## src/fqrf_pkg.sv

```systemverilog
// ----------------------------------------------------------------------------
// FIFO queue with rotate and flip: shared definitions
// Request codes, default sizes and the operation flags that the controller
// hands to the datapath.
// ----------------------------------------------------------------------------
`default_nettype none

package fqrf_pkg;

   localparam int DEPTH_DEF      = 16;
   localparam int DATA_WIDTH_DEF = 32;
   localparam int REQ_W          = 3;

   localparam logic [REQ_W-1:0] REQ_ENQUEUE = 3'd0;
   localparam logic [REQ_W-1:0] REQ_DEQUEUE = 3'd1;
   localparam logic [REQ_W-1:0] REQ_ROTATE  = 3'd2;
   localparam logic [REQ_W-1:0] REQ_FLIP    = 3'd3;
   localparam logic [REQ_W-1:0] REQ_SIZE    = 3'd4;

   typedef struct packed {
      logic ok;
      logic deq;
      logic enq_wr;
      logic rot_wr;
   } fqrf_op_type;

endpackage

`default_nettype wire

```

## src/fqrf_ctrl.sv

```systemverilog
// ----------------------------------------------------------------------------
// FIFO queue with rotate and flip: pointer controller
// Holds the front index, the word count and the direction flag, and works
// out the ring addresses and status of each request.
// ----------------------------------------------------------------------------
`default_nettype none

module fqrf_ctrl #(
   parameter int DEPTH = fqrf_pkg::DEPTH_DEF
) (
   input  logic                            clock,
   input  logic                            reset,
   input  logic                            accept,
   input  logic [fqrf_pkg::REQ_W-1:0]      req_type,
   output logic [$clog2(DEPTH)-1:0]        rd_addr,
   output logic [$clog2(DEPTH)-1:0]        wr_addr,
   output fqrf_pkg::fqrf_op_type           op,
   output logic [$clog2(DEPTH+1)-1:0]      count_next
);
   import fqrf_pkg::*;

   localparam int IDX_W = $clog2(DEPTH);
   localparam int CNT_W = $clog2(DEPTH + 1);
   localparam logic [IDX_W:0]   DEPTH_X = (IDX_W + 1)'(DEPTH);
   localparam logic [CNT_W-1:0] DEPTH_C = CNT_W'(DEPTH);
   localparam logic [CNT_W-1:0] CNT_ONE = CNT_W'(1);
   localparam logic [CNT_W-1:0] CNT_TWO = CNT_W'(2);
   localparam logic [IDX_W-1:0] POS_ONE = IDX_W'(1);

   logic [IDX_W-1:0] front_ff, front_in;
   logic [CNT_W-1:0] count_ff, count_in;
   logic             reversed_ff, reversed_in;
   logic [IDX_W-1:0] cnt_pos;
   logic [CNT_W-1:0] cnt_m1;
   logic [IDX_W-1:0] back_slot;
   logic [IDX_W-1:0] next_slot;
   logic [IDX_W-1:0] last_slot;

   function automatic logic [IDX_W-1:0] slot_of(input logic [IDX_W-1:0] front,
                                                input logic [IDX_W-1:0] pos,
                                                input logic             rev);
      logic [IDX_W:0] sum;
      if (rev) begin
         sum = {1'b0, front} + DEPTH_X - {1'b0, pos};
      end else begin
         sum = {1'b0, front} + {1'b0, pos};
      end
      if (sum >= DEPTH_X) begin
         sum = sum - DEPTH_X;
      end
      return sum[IDX_W-1:0];
   endfunction

   always_comb begin
      cnt_pos   = (count_ff == DEPTH_C) ? '0 : count_ff[IDX_W-1:0];
      cnt_m1    = count_ff - CNT_ONE;
      back_slot = slot_of(front_ff, cnt_pos, reversed_ff);
      next_slot = slot_of(front_ff, POS_ONE, reversed_ff);
      last_slot = slot_of(front_ff, cnt_m1[IDX_W-1:0], reversed_ff);

      front_in    = front_ff;
      count_in    = count_ff;
      reversed_in = reversed_ff;
      op          = '{ok: 1'b1, deq: 1'b0, enq_wr: 1'b0, rot_wr: 1'b0};

      case (req_type)
         REQ_ENQUEUE: begin
            if (count_ff == DEPTH_C) begin
               op.ok = 1'b0;
            end else begin
               op.enq_wr = 1'b1;
               count_in  = count_ff + CNT_ONE;
            end
         end
         REQ_DEQUEUE: begin
            if (count_ff == '0) begin
               op.ok = 1'b0;
            end else begin
               op.deq   = 1'b1;
               front_in = next_slot;
               count_in = cnt_m1;
            end
         end
         REQ_ROTATE: begin
            if (count_ff >= CNT_TWO) begin
               op.rot_wr = 1'b1;
               front_in  = next_slot;
            end
         end
         REQ_FLIP: begin
            if (count_ff >= CNT_TWO) begin
               front_in    = last_slot;
               reversed_in = !reversed_ff;
            end
         end
         default: begin
         end
      endcase
   end

   assign rd_addr    = front_ff;
   assign wr_addr    = back_slot;
   assign count_next = count_in;

   always_ff @(posedge clock) begin
      if (reset) begin
         front_ff    <= '0;
         count_ff    <= '0;
         reversed_ff <= 1'b0;
      end else if (accept) begin
         front_ff    <= front_in;
         count_ff    <= count_in;
         reversed_ff <= reversed_in;
      end
   end

   a_count_bound: assert property (@(posedge clock) disable iff (reset)
      count_ff <= DEPTH_C)
      else $error("word count exceeds the ring depth");

   a_enq_counts_up: assert property (@(posedge clock) disable iff (reset)
      accept && op.enq_wr |=> count_ff == $past(count_ff) + CNT_ONE)
      else $error("successful enqueue did not add one word");

   a_fail_holds_front: assert property (@(posedge clock) disable iff (reset)
      accept && !op.ok |=> front_ff == $past(front_ff) && count_ff == $past(count_ff))
      else $error("failed request changed the queue");

endmodule

`default_nettype wire

```

## src/fqrf_ring.sv

```systemverilog
// ----------------------------------------------------------------------------
// FIFO queue with rotate and flip: ring store
// Word memory with a registered read port, one write port and a bypass for
// a write that lands on the address being read in the same cycle.
// ----------------------------------------------------------------------------
`default_nettype none

module fqrf_ring #(
   parameter int DEPTH      = fqrf_pkg::DEPTH_DEF,
   parameter int DATA_WIDTH = fqrf_pkg::DATA_WIDTH_DEF
) (
   input  logic                       clock,
   input  logic                       rd_en,
   input  logic [$clog2(DEPTH)-1:0]   rd_addr,
   input  logic                       wr_en,
   input  logic                       wr_rotate,
   input  logic [$clog2(DEPTH)-1:0]   wr_addr,
   input  logic [DATA_WIDTH-1:0]      wr_word,
   output logic [DATA_WIDTH-1:0]      rd_data
);
   import fqrf_pkg::*;

   logic [DATA_WIDTH-1:0] mem [DEPTH];
   logic [DATA_WIDTH-1:0] rd_ff;
   logic [DATA_WIDTH-1:0] byp_data_ff;
   logic                  byp_valid_ff;
   logic [DATA_WIDTH-1:0] wdata;

   assign rd_data = byp_valid_ff ? byp_data_ff : rd_ff;
   assign wdata   = wr_rotate ? rd_data : wr_word;

   always_ff @(posedge clock) begin
      if (wr_en) begin
         mem[wr_addr] <= wdata;
      end
      if (rd_en) begin
         rd_ff        <= mem[rd_addr];
         byp_valid_ff <= wr_en && (wr_addr == rd_addr);
         byp_data_ff  <= wdata;
      end
   end

endmodule

`default_nettype wire

```

## src/fifo_queue_rotate_flip.sv

```systemverilog
// ----------------------------------------------------------------------------
// FIFO queue with rotate and flip
// Ring-buffered word queue with enqueue, dequeue, rotate, flip and size
// requests; every request transaction yields one result transaction.
//
//   Channel | Direction | tdata                      | tuser
//   req     | in        | data_in                    | req_type
//   rsp     | out       | data_out, item_count       | ok
//
// One request transaction is taken per cycle unless a stall holds req_tready
// low; its result passes through the middle stage and the output register.
// Reset clears the pointers and the count; the ring contents are not
// cleared and need no clearing pass.
// A stalled result holds in the output register while one more request is
// taken into the middle stage; after that req_tready drops.
// ----------------------------------------------------------------------------
`default_nettype none

module fifo_queue_rotate_flip #(
   parameter  int DEPTH       = fqrf_pkg::DEPTH_DEF,
   parameter  int DATA_WIDTH  = fqrf_pkg::DATA_WIDTH_DEF,
   localparam int CNT_W       = $clog2(DEPTH + 1),
   localparam int IN_TDATA_W  = ((DATA_WIDTH + 7) / 8) * 8,
   localparam int OUT_TDATA_W = ((DATA_WIDTH + CNT_W + 7) / 8) * 8
) (
   input  logic                           clock,
   input  logic                           reset,
   input  logic                           req_tvalid,
   output logic                           req_tready,
   input  logic [IN_TDATA_W-1:0]          req_tdata,   // data_in
   input  logic [fqrf_pkg::REQ_W-1:0]     req_tuser,   // req_type
   output logic                           rsp_tvalid,
   input  logic                           rsp_tready,
   output logic [OUT_TDATA_W-1:0]         rsp_tdata,   // data_out, item_count
   output logic                           rsp_tuser    // ok
);
   import fqrf_pkg::*;

   localparam int IDX_W = $clog2(DEPTH);

   logic                  accept;
   logic                  s1_advance;
   logic [IDX_W-1:0]      rd_addr;
   logic [IDX_W-1:0]      wr_addr;
   fqrf_op_type           op;
   logic [CNT_W-1:0]      count_next;
   logic [DATA_WIDTH-1:0] rd_data;

   logic                  s1_valid_ff, s1_valid_in;
   fqrf_op_type           s1_op_ff;
   logic [IDX_W-1:0]      s1_waddr_ff;
   logic [DATA_WIDTH-1:0] s1_word_ff;
   logic [CNT_W-1:0]      s1_count_ff;

   logic                  out_valid_ff, out_valid_in;
   logic                  out_ok_ff;
   logic [DATA_WIDTH-1:0] out_data_ff;
   logic [CNT_W-1:0]      out_count_ff;

   assign s1_advance = s1_valid_ff && (!out_valid_ff || rsp_tready);
   assign req_tready = !s1_valid_ff || s1_advance;
   assign accept     = req_tvalid && req_tready;

   fqrf_ctrl #(
      .DEPTH(DEPTH)
   ) u_ctrl (
      .clock     (clock),
      .reset     (reset),
      .accept    (accept),
      .req_type  (req_tuser),
      .rd_addr   (rd_addr),
      .wr_addr   (wr_addr),
      .op        (op),
      .count_next(count_next)
   );

   fqrf_ring #(
      .DEPTH     (DEPTH),
      .DATA_WIDTH(DATA_WIDTH)
   ) u_ring (
      .clock    (clock),
      .rd_en    (accept),
      .rd_addr  (rd_addr),
      .wr_en    (s1_advance && (s1_op_ff.enq_wr || s1_op_ff.rot_wr)),
      .wr_rotate(s1_op_ff.rot_wr),
      .wr_addr  (s1_waddr_ff),
      .wr_word  (s1_word_ff),
      .rd_data  (rd_data)
   );

   always_comb begin
      s1_valid_in = s1_valid_ff;
      if (accept) begin
         s1_valid_in = 1'b1;
      end else if (s1_advance) begin
         s1_valid_in = 1'b0;
      end
      out_valid_in = out_valid_ff;
      if (s1_advance) begin
         out_valid_in = 1'b1;
      end else if (rsp_tready) begin
         out_valid_in = 1'b0;
      end
   end

   always_ff @(posedge clock) begin
      if (reset) begin
         s1_valid_ff  <= 1'b0;
         out_valid_ff <= 1'b0;
      end else begin
         s1_valid_ff  <= s1_valid_in;
         out_valid_ff <= out_valid_in;
      end
   end

   always_ff @(posedge clock) begin
      if (accept) begin
         s1_op_ff    <= op;
         s1_waddr_ff <= wr_addr;
         s1_word_ff  <= req_tdata[DATA_WIDTH-1:0];
         s1_count_ff <= count_next;
      end
      if (s1_advance) begin
         out_ok_ff    <= s1_op_ff.ok;
         out_data_ff  <= s1_op_ff.deq ? rd_data : '0;
         out_count_ff <= s1_count_ff;
      end
   end

   always_comb begin
      rsp_tdata                       = '0;
      rsp_tdata[DATA_WIDTH-1:0]       = out_data_ff;
      rsp_tdata[DATA_WIDTH +: CNT_W]  = out_count_ff;
   end

   assign rsp_tvalid = out_valid_ff;
   assign rsp_tuser  = out_ok_ff;

   a_stall_blocks_req: assert property (@(posedge clock) disable iff (reset)
      s1_valid_ff && out_valid_ff && !rsp_tready |-> !req_tready)
      else $error("request taken while both stages are full and stalled");

endmodule

`default_nettype wire

```

## config.mk

```make
export PLATFORM = sky130hd
export DESIGN_NAME = fifo_queue_rotate_flip
export DESIGN_NICKNAME = d
export VERILOG_FILES = /design/src/fqrf_pkg.sv /design/src/fqrf_ctrl.sv /design/src/fqrf_ring.sv /design/src/fifo_queue_rotate_flip.sv
export SDC_FILE = /design/constraint.sdc
export NUM_CORES = 1
export LEC_CHECK = 0
export ABC_AREA = 1
export ABC_CLOCK_PERIOD_IN_PS = 5600
export CORE_UTILIZATION = 25
export DETAILED_ROUTE_END_ITERATION = 8
export DONT_BUFFER_PORTS = 1
export PLACE_DENSITY = 0.36
export SYNTH_ARGS = -nofsm -noshare
export SYNTH_HDL_FRONTEND = slang
export SYNTH_SLANG_ARGS = --single-unit
```

## constraint.sdc

```tcl
create_clock -name clock -period 5.6 [get_ports clock]
set_clock_uncertainty 0.15 [all_clocks]
set_input_delay 0 -clock clock [delete_from_list [all_inputs] [get_ports clock]]
set_output_delay 0 -clock clock [all_outputs]
set_load 0.02 [all_outputs]
```

Word-level counts from Yosys, hierarchy flattened
Memory sizes are Yosys's and may differ from the RTL's. A register that Yosys moved wholly into a read port is not among the register bits. Index checks and enable logic that the tools add are counted.

Flip-flop bits (word level): 128. RAM bits: 512. Output and inout bits: 43. Bits in read-only memories: 0. Memories kept: 1. Latch bits: 0.

Bitwise operators: 0. Shift-type cells: 0. Add/subtract/negate cells: 12. Eq/ne operators: 8. Divide/modulo/power cells: 0. Reduce and logical (&&, ||, !) cells: 17. Magnitude comparators: 4. Multiply operators: 0. Muxes and demuxes: 26.

Memory list: u_ring.mem (depth 16, bits a word 32, read ports 1, clocked after Yosys merged registers in 1, write ports 1, line fqrf_ring.sv:23) `logic [DATA_WIDTH-1:0] mem [DEPTH];`.

Operator list (number): $mux 32 (2); $mux 4 (7); $mux 5 (5); $ge 5x5->1 const B (3); $pmux 4 s3 (1); $sub 4x1->4 const B (3); $add 4x4->5 (2); $pmux 5 s2 (1); $sub 5x1->5 const B (2); $sub 5x4->5 (2); $mux 1 (9); $eq 3x2->1 const B (2); $add 4x1->5 const B (1); $add 4x5->5 const B (1); $add 5x1->5 const B (1); $eq 5x5->1 const B (1); $ge 5x2->1 const B (1); $logic_not 5->1 (1); $reduce_and 5->1 (1); $eq 4x4->1 (1); $logic_and 1x1->1 (4); $ne 2x1->1 const B (2); $reduce_bool 2->1 (2); $eq 3x1->1 const B (1); 7 further kinds (11).

Depth between registers and ports, before layout
Gate-level depths: netlist of run 1.

Word-level depth: 7. Mapped depth: 15.

By module
From an unflattened synthesis of run 1, not the netlist that was laid out.

Cell total of the unflattened synthesis: 2681. Area total of the unflattened synthesis: 29181.7 um2.

By module, submodules not included: fqrf_ring (area each 24890.1 um2, cells each 2300, instances 1, sequential area each 17326.6 um2); fifo_queue_rotate_flip (area each 2885.3 um2, cells each 169, instances 1, sequential area each 2532.4 um2); fqrf_ctrl (area each 1406.3 um2, cells each 212, instances 1, sequential area each 200.2 um2).

Least setup slack after synthesis of run 1
No wires, ideal clock.

Path kind: register -> register. From: register out_valid_ff, in the netlist rsp_tvalid. To: register u_ctrl.front_ff[0], in the netlist u_ctrl.rd_addr[0]. Buffers on the path: 0. Setup slack: 1459 ps. Cell stages (with the launch flop): 7. Data required time: 5317 ps. Setup time: 133 ps. Data arrival time: 3857 ps. Cell sequence: dfxtp_1 -> nand3_1 -> nand2_1 -> inv_1 -> nand2_1 -> o21ai_0 -> a21oi_1.

Word-level cells in the longest chain between the ends: 6.

RTL lines: start: declaration (line fifo_queue_rotate_flip.sv:55) `logic out_valid_ff, out_valid_in;`; start signal: assignment (line fifo_queue_rotate_flip.sv:112) `out_valid_ff <= out_valid_in;`; $logic_not 1->1 (line fifo_queue_rotate_flip.sv:60) `assign s1_advance = s1_valid_ff && (!out_valid_ff || rsp_tready);`; $logic_or 1x1->1 (line fifo_queue_rotate_flip.sv:60); $logic_and 1x1->1 (line fifo_queue_rotate_flip.sv:60); $logic_or 1x1->1 (line fifo_queue_rotate_flip.sv:61) `assign req_tready = !s1_valid_ff || s1_advance;`; via req_tready (line fifo_queue_rotate_flip.sv:29) `output logic req_tready,`; $logic_and 1x1->1 (line fifo_queue_rotate_flip.sv:62) `assign accept = req_tvalid && req_tready;`; via accept (line fifo_queue_rotate_flip.sv:41) `logic accept;`; $reduce_and 5->1 (no source line); end signal: assignment (line fqrf_ctrl.sv:111) `front_ff <= front_in;`; end: declaration (line fqrf_ctrl.sv:30) `logic [IDX_W-1:0] front_ff, front_in;`.

The timed path passes the listed nets, and every way through them passes these cells. A chain may end at the register's enable or synchronous reset.

Worst setup path after layout of run 1
From: input rsp_tready. To: memory u_ring.mem[4][16] (netlist name) (enable).

Word-level cells in the longest chain between the ends: 5.

RTL lines: start: declaration (line fifo_queue_rotate_flip.sv:33) `input logic rsp_tready,`; $logic_or 1x1->1 (line fifo_queue_rotate_flip.sv:60); $logic_and 1x1->1 (line fifo_queue_rotate_flip.sv:60); $logic_and 1x1->1 (line fifo_queue_rotate_flip.sv:84) `.wr_en (s1_advance && (s1_op_ff.enq_wr || s1_op_ff.rot_wr)),`; $mux 1 (line fqrf_ring.sv:33) `if (wr_en) begin`; $mux 1 (not written as such) (line fqrf_ring.sv:34) `mem[wr_addr] <= wdata;`; end: declaration (line fqrf_ring.sv:23).

Every way passes these cells.

==> qor.yml, run 1 <==
cp.arrival_ps: 3430
place_congestion: 0.758
cts_buffer_depth: 3
async_reset_ff_share_pct: 0
ir_worst_vdd_uv: 229
drcViolationCount: 0
drtAntennaViolNets: 0
vias: 16400
critical_path_class: "primary input to flop"
synthSimpleGateAreaFrac_pct: 8.72
pwr-share-seq_pct: 48.7
min_to: "s1_op_ff[3]$_DFFE_PP_"
ff2ff_path_depth: 8
clkTransAtPathRegs_ps: 60
max_freq_mhz: 302
synth_fa_ha_area_share_pct: 1.09
port_buffers: 0
postCtsHoldBufs: 78
cts_resized: 0
die_w_um: 330
grt_max_degree: 224
synth_xor_area_share_pct: 0.326
endpoint_kind: "flop"
synth_top_area_share_pct: 73.9
power_switching_w: 0.00288
via_per_inst: 4.55
min_period_ps: 3310
worstPathCellList: "dlygate4sd3_1 -> inv_1 -> dlygate4sd3_1 -> nand2_1 -> nand2_1 -> nor2_1 -> nand2_1 -> nor2_4 -> buf_4"
cp_slowest_stage_delay_ps: 720
hold_viol: 0
cp_slowest_cell: "nor2_4"
syn_avg_cell_area_um2: 13.1
rsz0062_at_grt: "false"
insertedDiodeCount: 0
wl_per_cell_um: 21.2
relSlewSlack_pct: 14.7
routed_wl_um: 76100
hpwlAfterDp_um: 38800
hp-class: "primary input to flop"
crit_start: "rsp_tready"
tritoncts: "built"
worstHoldPathCells: 3
nFillCells: 10600
grt_pass1_vias: 16500
period_share_pct: 59.1
worstSetupStartpointType: "primary input"
grt_pass1_wl_um: 112000
clk_latency_ps: 640
seq_area_frac_synth_pct: 74.8
reg2reg_to: "u_ring.rd_ff[18]$_DFFE_PP_"
critPathTopFamily: "simple AND/OR/NAND/NOR gates"
rows: 119
yosysUniqueCellTypes: 30
synth_seq_cells: 672
crit_cells: 9
finalSetupViolCount: 0
cp_max_fo: 17
drv_slew: 0
syn-cell-area_um2: 26800
min_from: "req_tuser[1]"
synth_compound_area_share_pct: 10.3
die_h_um: 330
track_usage_pct: 14.0
drive_above_1_share_pct: 9.40
run_status: "complete, no violations"
areaGrowthSynthToFinish_pct: 18.7
antenna_found_initial: 3
clkSinkCount: 672
synth_top_family_by_area: "compound AO/OA/AOI/OAI gates"
ys_top_cells_by_area: "edfxtp_1 (74%), o21ai_0 (5.2%), nor2_1 (5.0%)"
synth_common_cells: "edfxtp_1 (660), nor2_1 (358), o21ai_0 (279)"
intPower_w: 0.00914
dr.pass1.iters: 5
synthMuxAreaShare_pct: 1.23
synthCells: 2041
root_buffer: "clkbuf_16"
ys.flop_type: "edfxtp_1"
ys_warn_count: 0
cts_buffers: 80
tightest_slew_ps: 1270
p_leak_nw: 10.8
io_pins: 82
start_util_pct: 25.3
grt_remaining_overflow: 0
timing.rr.start: "u_ctrl.rd_addr[1]$_SDFFE_PP0P_"
die_area_um2: 109000
total_power_w: 0.0120
r2r_slack_ps: 2320
critical_path_buf_inv_count: 4
drv_cap: 0
power_density_nw_per_um2: 378
cp.required_ps: 5720
synth_top_area_cell: "edfxtp_1"
p_clk_share_pct: 43.6
h-tree-depth: 3
setup_tns_ps: 0
layout.nets: 2196
worst_path_most_repeated_cell: "nand2_1"
switching_share_pct: 23.9
synth-edff-count: 660
cts_setup_buffers: 0
combPwrFrac_pct: 7.7
coreArea_um2: 106000
first_iter_violations: 855
yosysMostFrequentCell: "edfxtp_1"
==> routing by layer <==
metal	vias to the layer above	GRT usage, %	wire [um]
met5	-	0	13
met4	2	4.55	1660
met3	91	2.14	2840
met2	300	23.4	36300
met1	8339	18.4	35200
li1	7623	-	-
==> worst min-delay path, cell delays in order <==
cell and delay [ps]:
dlygate4sd3_1 570, nor2_1 100, nand2_1 70
==> per-stage QoR <==
step,setup WS (ps),hold WS (ps),instances,util [%],instance area (um2)
floorplan,1460,-80.9,2043,-,26800
global placement,2250,-78.0,3367,26.9,28400
detailed placement,2220,-74.6,3367,26.9,28400
CTS,2230,31.8,3593,30.1,31800
global route,2040,85.2,3593,30.1,31800
finish,2290,73.8,3593,30.1,31800
==> kinds of logic (layout without fill, tap and decap cells) <==
logic type,Yosys count,count (layout)
and+or+nand+nor,615,615
xor gates and xnor gates,10,10
AOI/OAI and AO/OA,515,515
DFF,672,672
muxes,33,33
adders and majority gates,21,21
other,1,3
buffers and inverters,174,333
==> layout by cell type, fill, tap and decap left out, types with 33 or more instances in the layout <==
cell	n
buf_4	56
clkbuf_16	82
dlygate4sd3_1	78
edfxtp_1	660
inv_1	40
mux2i_1	33
nand2_1	234
nor2_1	342
o21ai_0	276
o21ai_1	88
o22ai_1	128
==> registers in the layout, summed over array words and instances (netlist names), 5 cells and up <==
signal              flops
u_ring.byp_data_ff     32
s1_count_ff             5
u_ring.rd_ff           32
u_ctrl.count_ff         5
s1_word_ff             32
out_data_ff            32
u_ring.mem            512
out_count_ff            5
==> how the worst max path moves through the flow <==
| stage | endpoint |
|---|---|
| detailed placement | u_ring.rd_ff[28]$_DFFE_PP_ |
| finish | u_ring.mem[4][16]$_DFFE_PP_ |
| CTS | u_ring.rd_ff[28]$_DFFE_PP_ |
| global placement | u_ring.rd_ff[28]$_DFFE_PP_ |
| global route | u_ring.rd_ff[30]$_DFFE_PP_ |
| floorplan | u_ctrl.rd_addr[0]$_SDFFE_PP0P_ |
==> power by group through the flow <==
stage	clock (W)	combinational (W)	sequential (W)
after floorplan	0	0.000607	0.00591
after global placement	0	0.000905	0.00597
after detailed placement	0	0.000911	0.00597
after CTS	0.00540	0.000960	0.00586
after global routing	0.00557	0.00105	0.00587
final	0.00523	0.000926	0.00586
==> final cells by class <==
class | instances | area (um2) | area share, %
Timing Repair Buffer | 137 | 1260 | 3.96
Inverter | 48 | 194 | 0.609
Multi-Input combinational cell | 1197 | 5940 | 18.7
Sequential cell | 672 | 20100 | 63.1
Clock inverter | 48 | 500 | 1.57
Clock buffer | 100 | 2120 | 6.66
Tap cell | 1391 | 1740 | 5.47
Note: power is estimated with default switching activity, not from simulation.
==> inputs of run 2 (changes only) <==
ABC_CLOCK_PERIOD_IN_PS = 3090   (was 5600)
clock period = 3.09 ns   (was 5.6 ns; I/O delays follow)
==> qor.yml, run 2 (synthesis gave the netlist of run 1 again) <==
run_status: "complete, no violations"
setup_tns_ps: 0
cts_setup_buffers: 0
timing.rr.start: "u_ctrl.count_ff[0]$_SDFFE_PP0P_"
grt_pass1_vias: 16500
tritoncts: "built"
endpoint_kind: "flop"
crit_start: "u_ctrl.count_ff[0]$_SDFFE_PP0P_"
root_buffer: "clkbuf_16"
io_pins: 82
grt_remaining_overflow: 0
final_cell_mix: "edfxtp_1 (660), nor2_1 (342), o21ai_0 (276)"
cp.arrival_ps: 2760
critPathCapture: "s1_waddr_ff[3]$_DFFE_PP_"
vias: 16300
total_power_w: 0.0212
busiest_layer: "met2"
hpwlAfterDp_um: 42000
place_congestion: 0.771
regMostFlops: "u_ring.mem"
areaGrowthSynthToFinish_pct: 20.2
largest_reg_flops: 512
drcViolationCount: 0
cp.required_ps: 3300
use_met1_pct: 18.5
clkSinkCount: 672
power_density_nw_per_um2: 658
crit_cells: 10
port_buffers: 0
via_per_inst: 4.50
insertedDiodeCount: 0
grt_max_degree: 99
cts_buffer_depth: 3
min_period_ps: 2550
critPathTopFamily: "adder cells"
ir_worst_vdd_uv: 358
worst_path_most_repeated_cell: "nand2_1"
drtAntennaViolNets: 0
p_leak_nw: 11.0
die_area_um2: 109000
relSlewSlack_pct: 59.4
die_h_um: 330
grt_pass1_wl_um: 112000
wl_per_cell_um: 20.9
hp-class: "primary input to flop"
rows: 119
layout_commonest_cell: "edfxtp_1"
tightest_slew_ps: 608
switching_share_pct: 24.1
ff2ff_path_depth: 10
pwr-share-seq_pct: 49.8
r2r_slack_ps: 540
die_w_um: 330
clk_latency_ps: 630
drv_slew: 0
reg2reg_to: "s1_waddr_ff[3]$_DFFE_PP_"
routed_wl_um: 75500
period_share_pct: 82.5
rsz0062_at_grt: "false"
combPwrFrac_pct: 8.6
worstPathCellList: "inv_1 -> ha_1 -> nand2_1 -> nor2_1 -> nand2_1 -> nand2_1 -> ha_1 -> o31ai_1 -> mux2i_1 -> xor2_1"
power_switching_w: 0.00510
drive_above_1_share_pct: 10.6
clkTransAtPathRegs_ps: 50
drv_cap: 0
cp_slowest_stage_delay_ps: 440
dr.pass1.iters: 7
critical_path_class: "flop to flop"
track_usage_pct: 14.0
cts_buffers: 79
grt_util_met3_pct: 2.11
first_iter_violations: 935
antenna_found_initial: 0
finalSetupViolCount: 0
p_clk_share_pct: 41.6
worstSetupStartpointType: "flop"
start_util_pct: 25.3
hold_viol: 0
intPower_w: 0.0161
h-tree-depth: 3
max_freq_mhz: 392
worstHoldPathCells: 3
critical_path_buf_inv_count: 1
cp_max_fo: 7
coreArea_um2: 106000
layout.nets: 2228
use_met2_pct: 23.6
cp_slowest_cell: "dfxtp_1"
run 2: changes by cell type in the layout (fill, tap and decap cells not counted), moves of 2 or more:
cell	before	now
buf_12	3	32
buf_4	56	62
bufinv_16	9	3
inv_6	4	0
clkbuf_1	18	20
dlygate4sd3_1	78	76
inv_16	2	0
run 2: per-stage QoR:
step / instance area (um2) / instances / hold WS, ps / setup WS (ps) / utilization (%)
after floorplan: 26900 / 2043 / -88.3 / 45.7 / -
final: 32300 / 3618 / 58.0 / 541 / 30.5
after CTS: 32300 / 3618 / 23.1 / 557 / 30.5
after global placement: 29100 / 3402 / -86.1 / 577 / 27.5
after detailed placement: 29100 / 3402 / -80.7 / 596 / 27.5
after global routing: 32300 / 3618 / 93.9 / 356 / 30.5
run 2: layout make-up:
type | count | area, um2
Clock buffer | 103 | 2150
Timing Repair Buffer | 170 | 1870
Multi-Input combinational cell | 1197 | 5960
Sequential cell | 672 | 20100
Fill cell | 10500 | 73600
Inverter | 48 | 193
Clock inverter | 37 | 265
Tap cell | 1391 | 1740
run 2: metal layers:
metal / part of all wire, % / vias up
met5: 0 / -
li1: - / 7690
met3: 3.9 / 91
met2: 49 / 290
met4: 1.7 / 0
met1: 46 / 8217
run 2: power groups by stage:
stage / clock, W / combinational (W) / sequential [W]
after global routing: 0.00947 / 0.00206 / 0.0106
after floorplan: 0 / 0.00110 / 0.0107
after CTS: 0.00913 / 0.00189 / 0.0106
after detailed placement: 0 / 0.00181 / 0.0108
final: 0.00882 / 0.00183 / 0.0106
after global placement: 0 / 0.00180 / 0.0108
run 2: worst min path at each step:
stage | from | end | slack (ps)
after floorplan | reset | rsp_tvalid$_SDFFE_PP0P_ | -90
after global placement | reset | rsp_tvalid$_SDFFE_PP0P_ | -90
after detailed placement | reset | rsp_tvalid$_SDFFE_PP0P_ | -80
after CTS | req_tuser[1] | s1_op_ff[3]$_DFFE_PP_ | 20
after global routing | req_tuser[1] | s1_op_ff[3]$_DFFE_PP_ | 90
final | req_tuser[1] | s1_op_ff[3]$_DFFE_PP_ | 60
run 2: worst reg2reg max path, cell delays in order (launching register included):
cell and delay [ps]:
dfxtp_1 440, inv_1 180, ha_1 270, nand2_1 80, nor2_1 50, nand2_1 100
nand2_1 150, ha_1 340, o31ai_1 250, mux2i_1 120, xor2_1 170
run 2: timing repair:
item                                   in CTS  in global routing
endpoints found under the hold margin      54                  0
hold buffers                               76                  0
gates resized for setup                     0                  0
==> inputs of run 3 (changes only) <==
ABC_CLOCK_PERIOD_IN_PS = 2400   (was 3090)
clock period = 2.4 ns   (was 3.09 ns; I/O delays follow)
==> qor.yml, run 3 (synthesis gave the netlist of run 1 again) <==
final_cells: 3638
place_congestion: 0.762
antenna_found_initial: 1
nFillCells: 10600
max_freq_mhz: 451
drive_above_1_share_pct: 11.7
cts_buffer_depth: 3
clk_latency_ps: 640
period_share_pct: 92.3
cts_setup_buffers: 0
grt_max_degree: 91
drv_cap: 0
min_period_ps: 2220
root_buffer: "clkbuf_16"
via_per_inst: 4.52
die_area_um2: 109000
run_status: "complete, no violations"
hpwlAfterDp_um: 41800
critical_path_class: "flop to flop"
ff_latch_area_um2: 20100
port_buffers: 0
hp-class: "primary input to flop"
cp.required_ps: 2510
routed_wl_um: 75800
ir_worst_vdd_uv: 460
drtAntennaViolNets: 0
start_util_pct: 25.3
layout.nets: 2245
hold_viol: 0
clkTransAtPathRegs_ps: 60
power_density_nw_per_um2: 844
wl_per_cell_um: 20.8
grt_pass1_wl_um: 111000
finalSetupViolCount: 0
worstSetupStartpointType: "flop"
post-route-util_pct: 30.8
hold_ws_ps: 51.9
io_pins: 82
tritoncts: "built"
dr.pass1.iters: 5
areaGrowthSynthToFinish_pct: 21.5
drv_slew: 0
cp_max_fo: 17
first_iter_violations: 1014
track_usage_pct: 14.0
relSlewSlack_pct: 18.6
cp.arrival_ps: 2330
rsz0062_at_grt: "false"
tightest_slew_ps: 1210
final_cell_mix: "edfxtp_1 (660), nor2_1 (341), o21ai_0 (276)"
vias: 16400
die_w_um: 330
multi_input_area_um2: 5980
grt_remaining_overflow: 0
clkSinkCount: 672
grt_pass1_vias: 16500
h-tree-depth: 3
p_leak_nw: 11.1
endpoint_kind: "flop"
largest_reg_flops: 512
placedCellCount: 3418
coreArea_um2: 106000
insertedDiodeCount: 0
regMostFlops: "u_ring.mem"
total_power_w: 0.0275
layout_commonest_cell: "edfxtp_1"
die_h_um: 330
rows: 119
drcViolationCount: 0
cts_buffers: 80
==> run 3: per-layer routing <==
metal	routed length (um)	global-route usage [%]	vias to the layer above
li1	-	-	7712
met1	34500	18.4	8351
met2	36900	23.6	283
met3	2840	2.11	87
met4	1650	4.48	0
met5	0	0	-
==> run 3: report_power, final <==
part	switching (W)	internal, W	total [W]
Sequential	0.000172	0.0134	0.0136
Combinational	0.00161	0.000732	0.00235
Clock	0.00488	0.00670	0.0116
==> run 3: path summary, 6_finish.rpt <==
kind	start	endpoint	slack [ps]	cells past startpoint
max	u_ring.byp_valid_ff$_DFFE_PP_	u_ring.mem[3][26]$_DFFE_PP_	180	3
min	reset	s1_valid_ff$_SDFFE_PP0P_	50	2
max reg2reg	u_ring.byp_valid_ff$_DFFE_PP_	u_ring.mem[3][26]$_DFFE_PP_	180	3
min reg2reg	s1_count_ff[4]$_DFFE_PP_	out_count_ff[4]$_DFFE_PP_	280	0
==> run 3: cell type report <==
class                      count  area share (%)
timing repair buffer         186            6.49
clock buffer                 105            6.63
sequential                   672            61.6
inverter                      48           0.595
tap                         1391            5.34
clock inverter                39            1.02
multi-input combinational   1197            18.3
==> run 3: worst max-delay path, cell delays in order, from the launching register on <==
cell and delay (ps):
edfxtp_1 390, buf_4 210, mux2i_1 150, o21ai_1 940
==> run 3: metrics by stage <==
stage	setup WS [ps]	setup TNS, ps	cell area (um2)
6_report	184	0	32600
4_1_cts	119	0	32600
2_1_floorplan	-562	-53720	26900
3_5_place_dp	65.7	0	29300
5_1_grt	0.545	0	32600
3_3_place_gp	96.0	0	29300
==> run 3: what timing repair did <==
action	CTS	global route
resized for setup	0	5
endpoints found under the setup margin	0	3
endpoints found under the hold margin	60	0
hold buffers	76	0
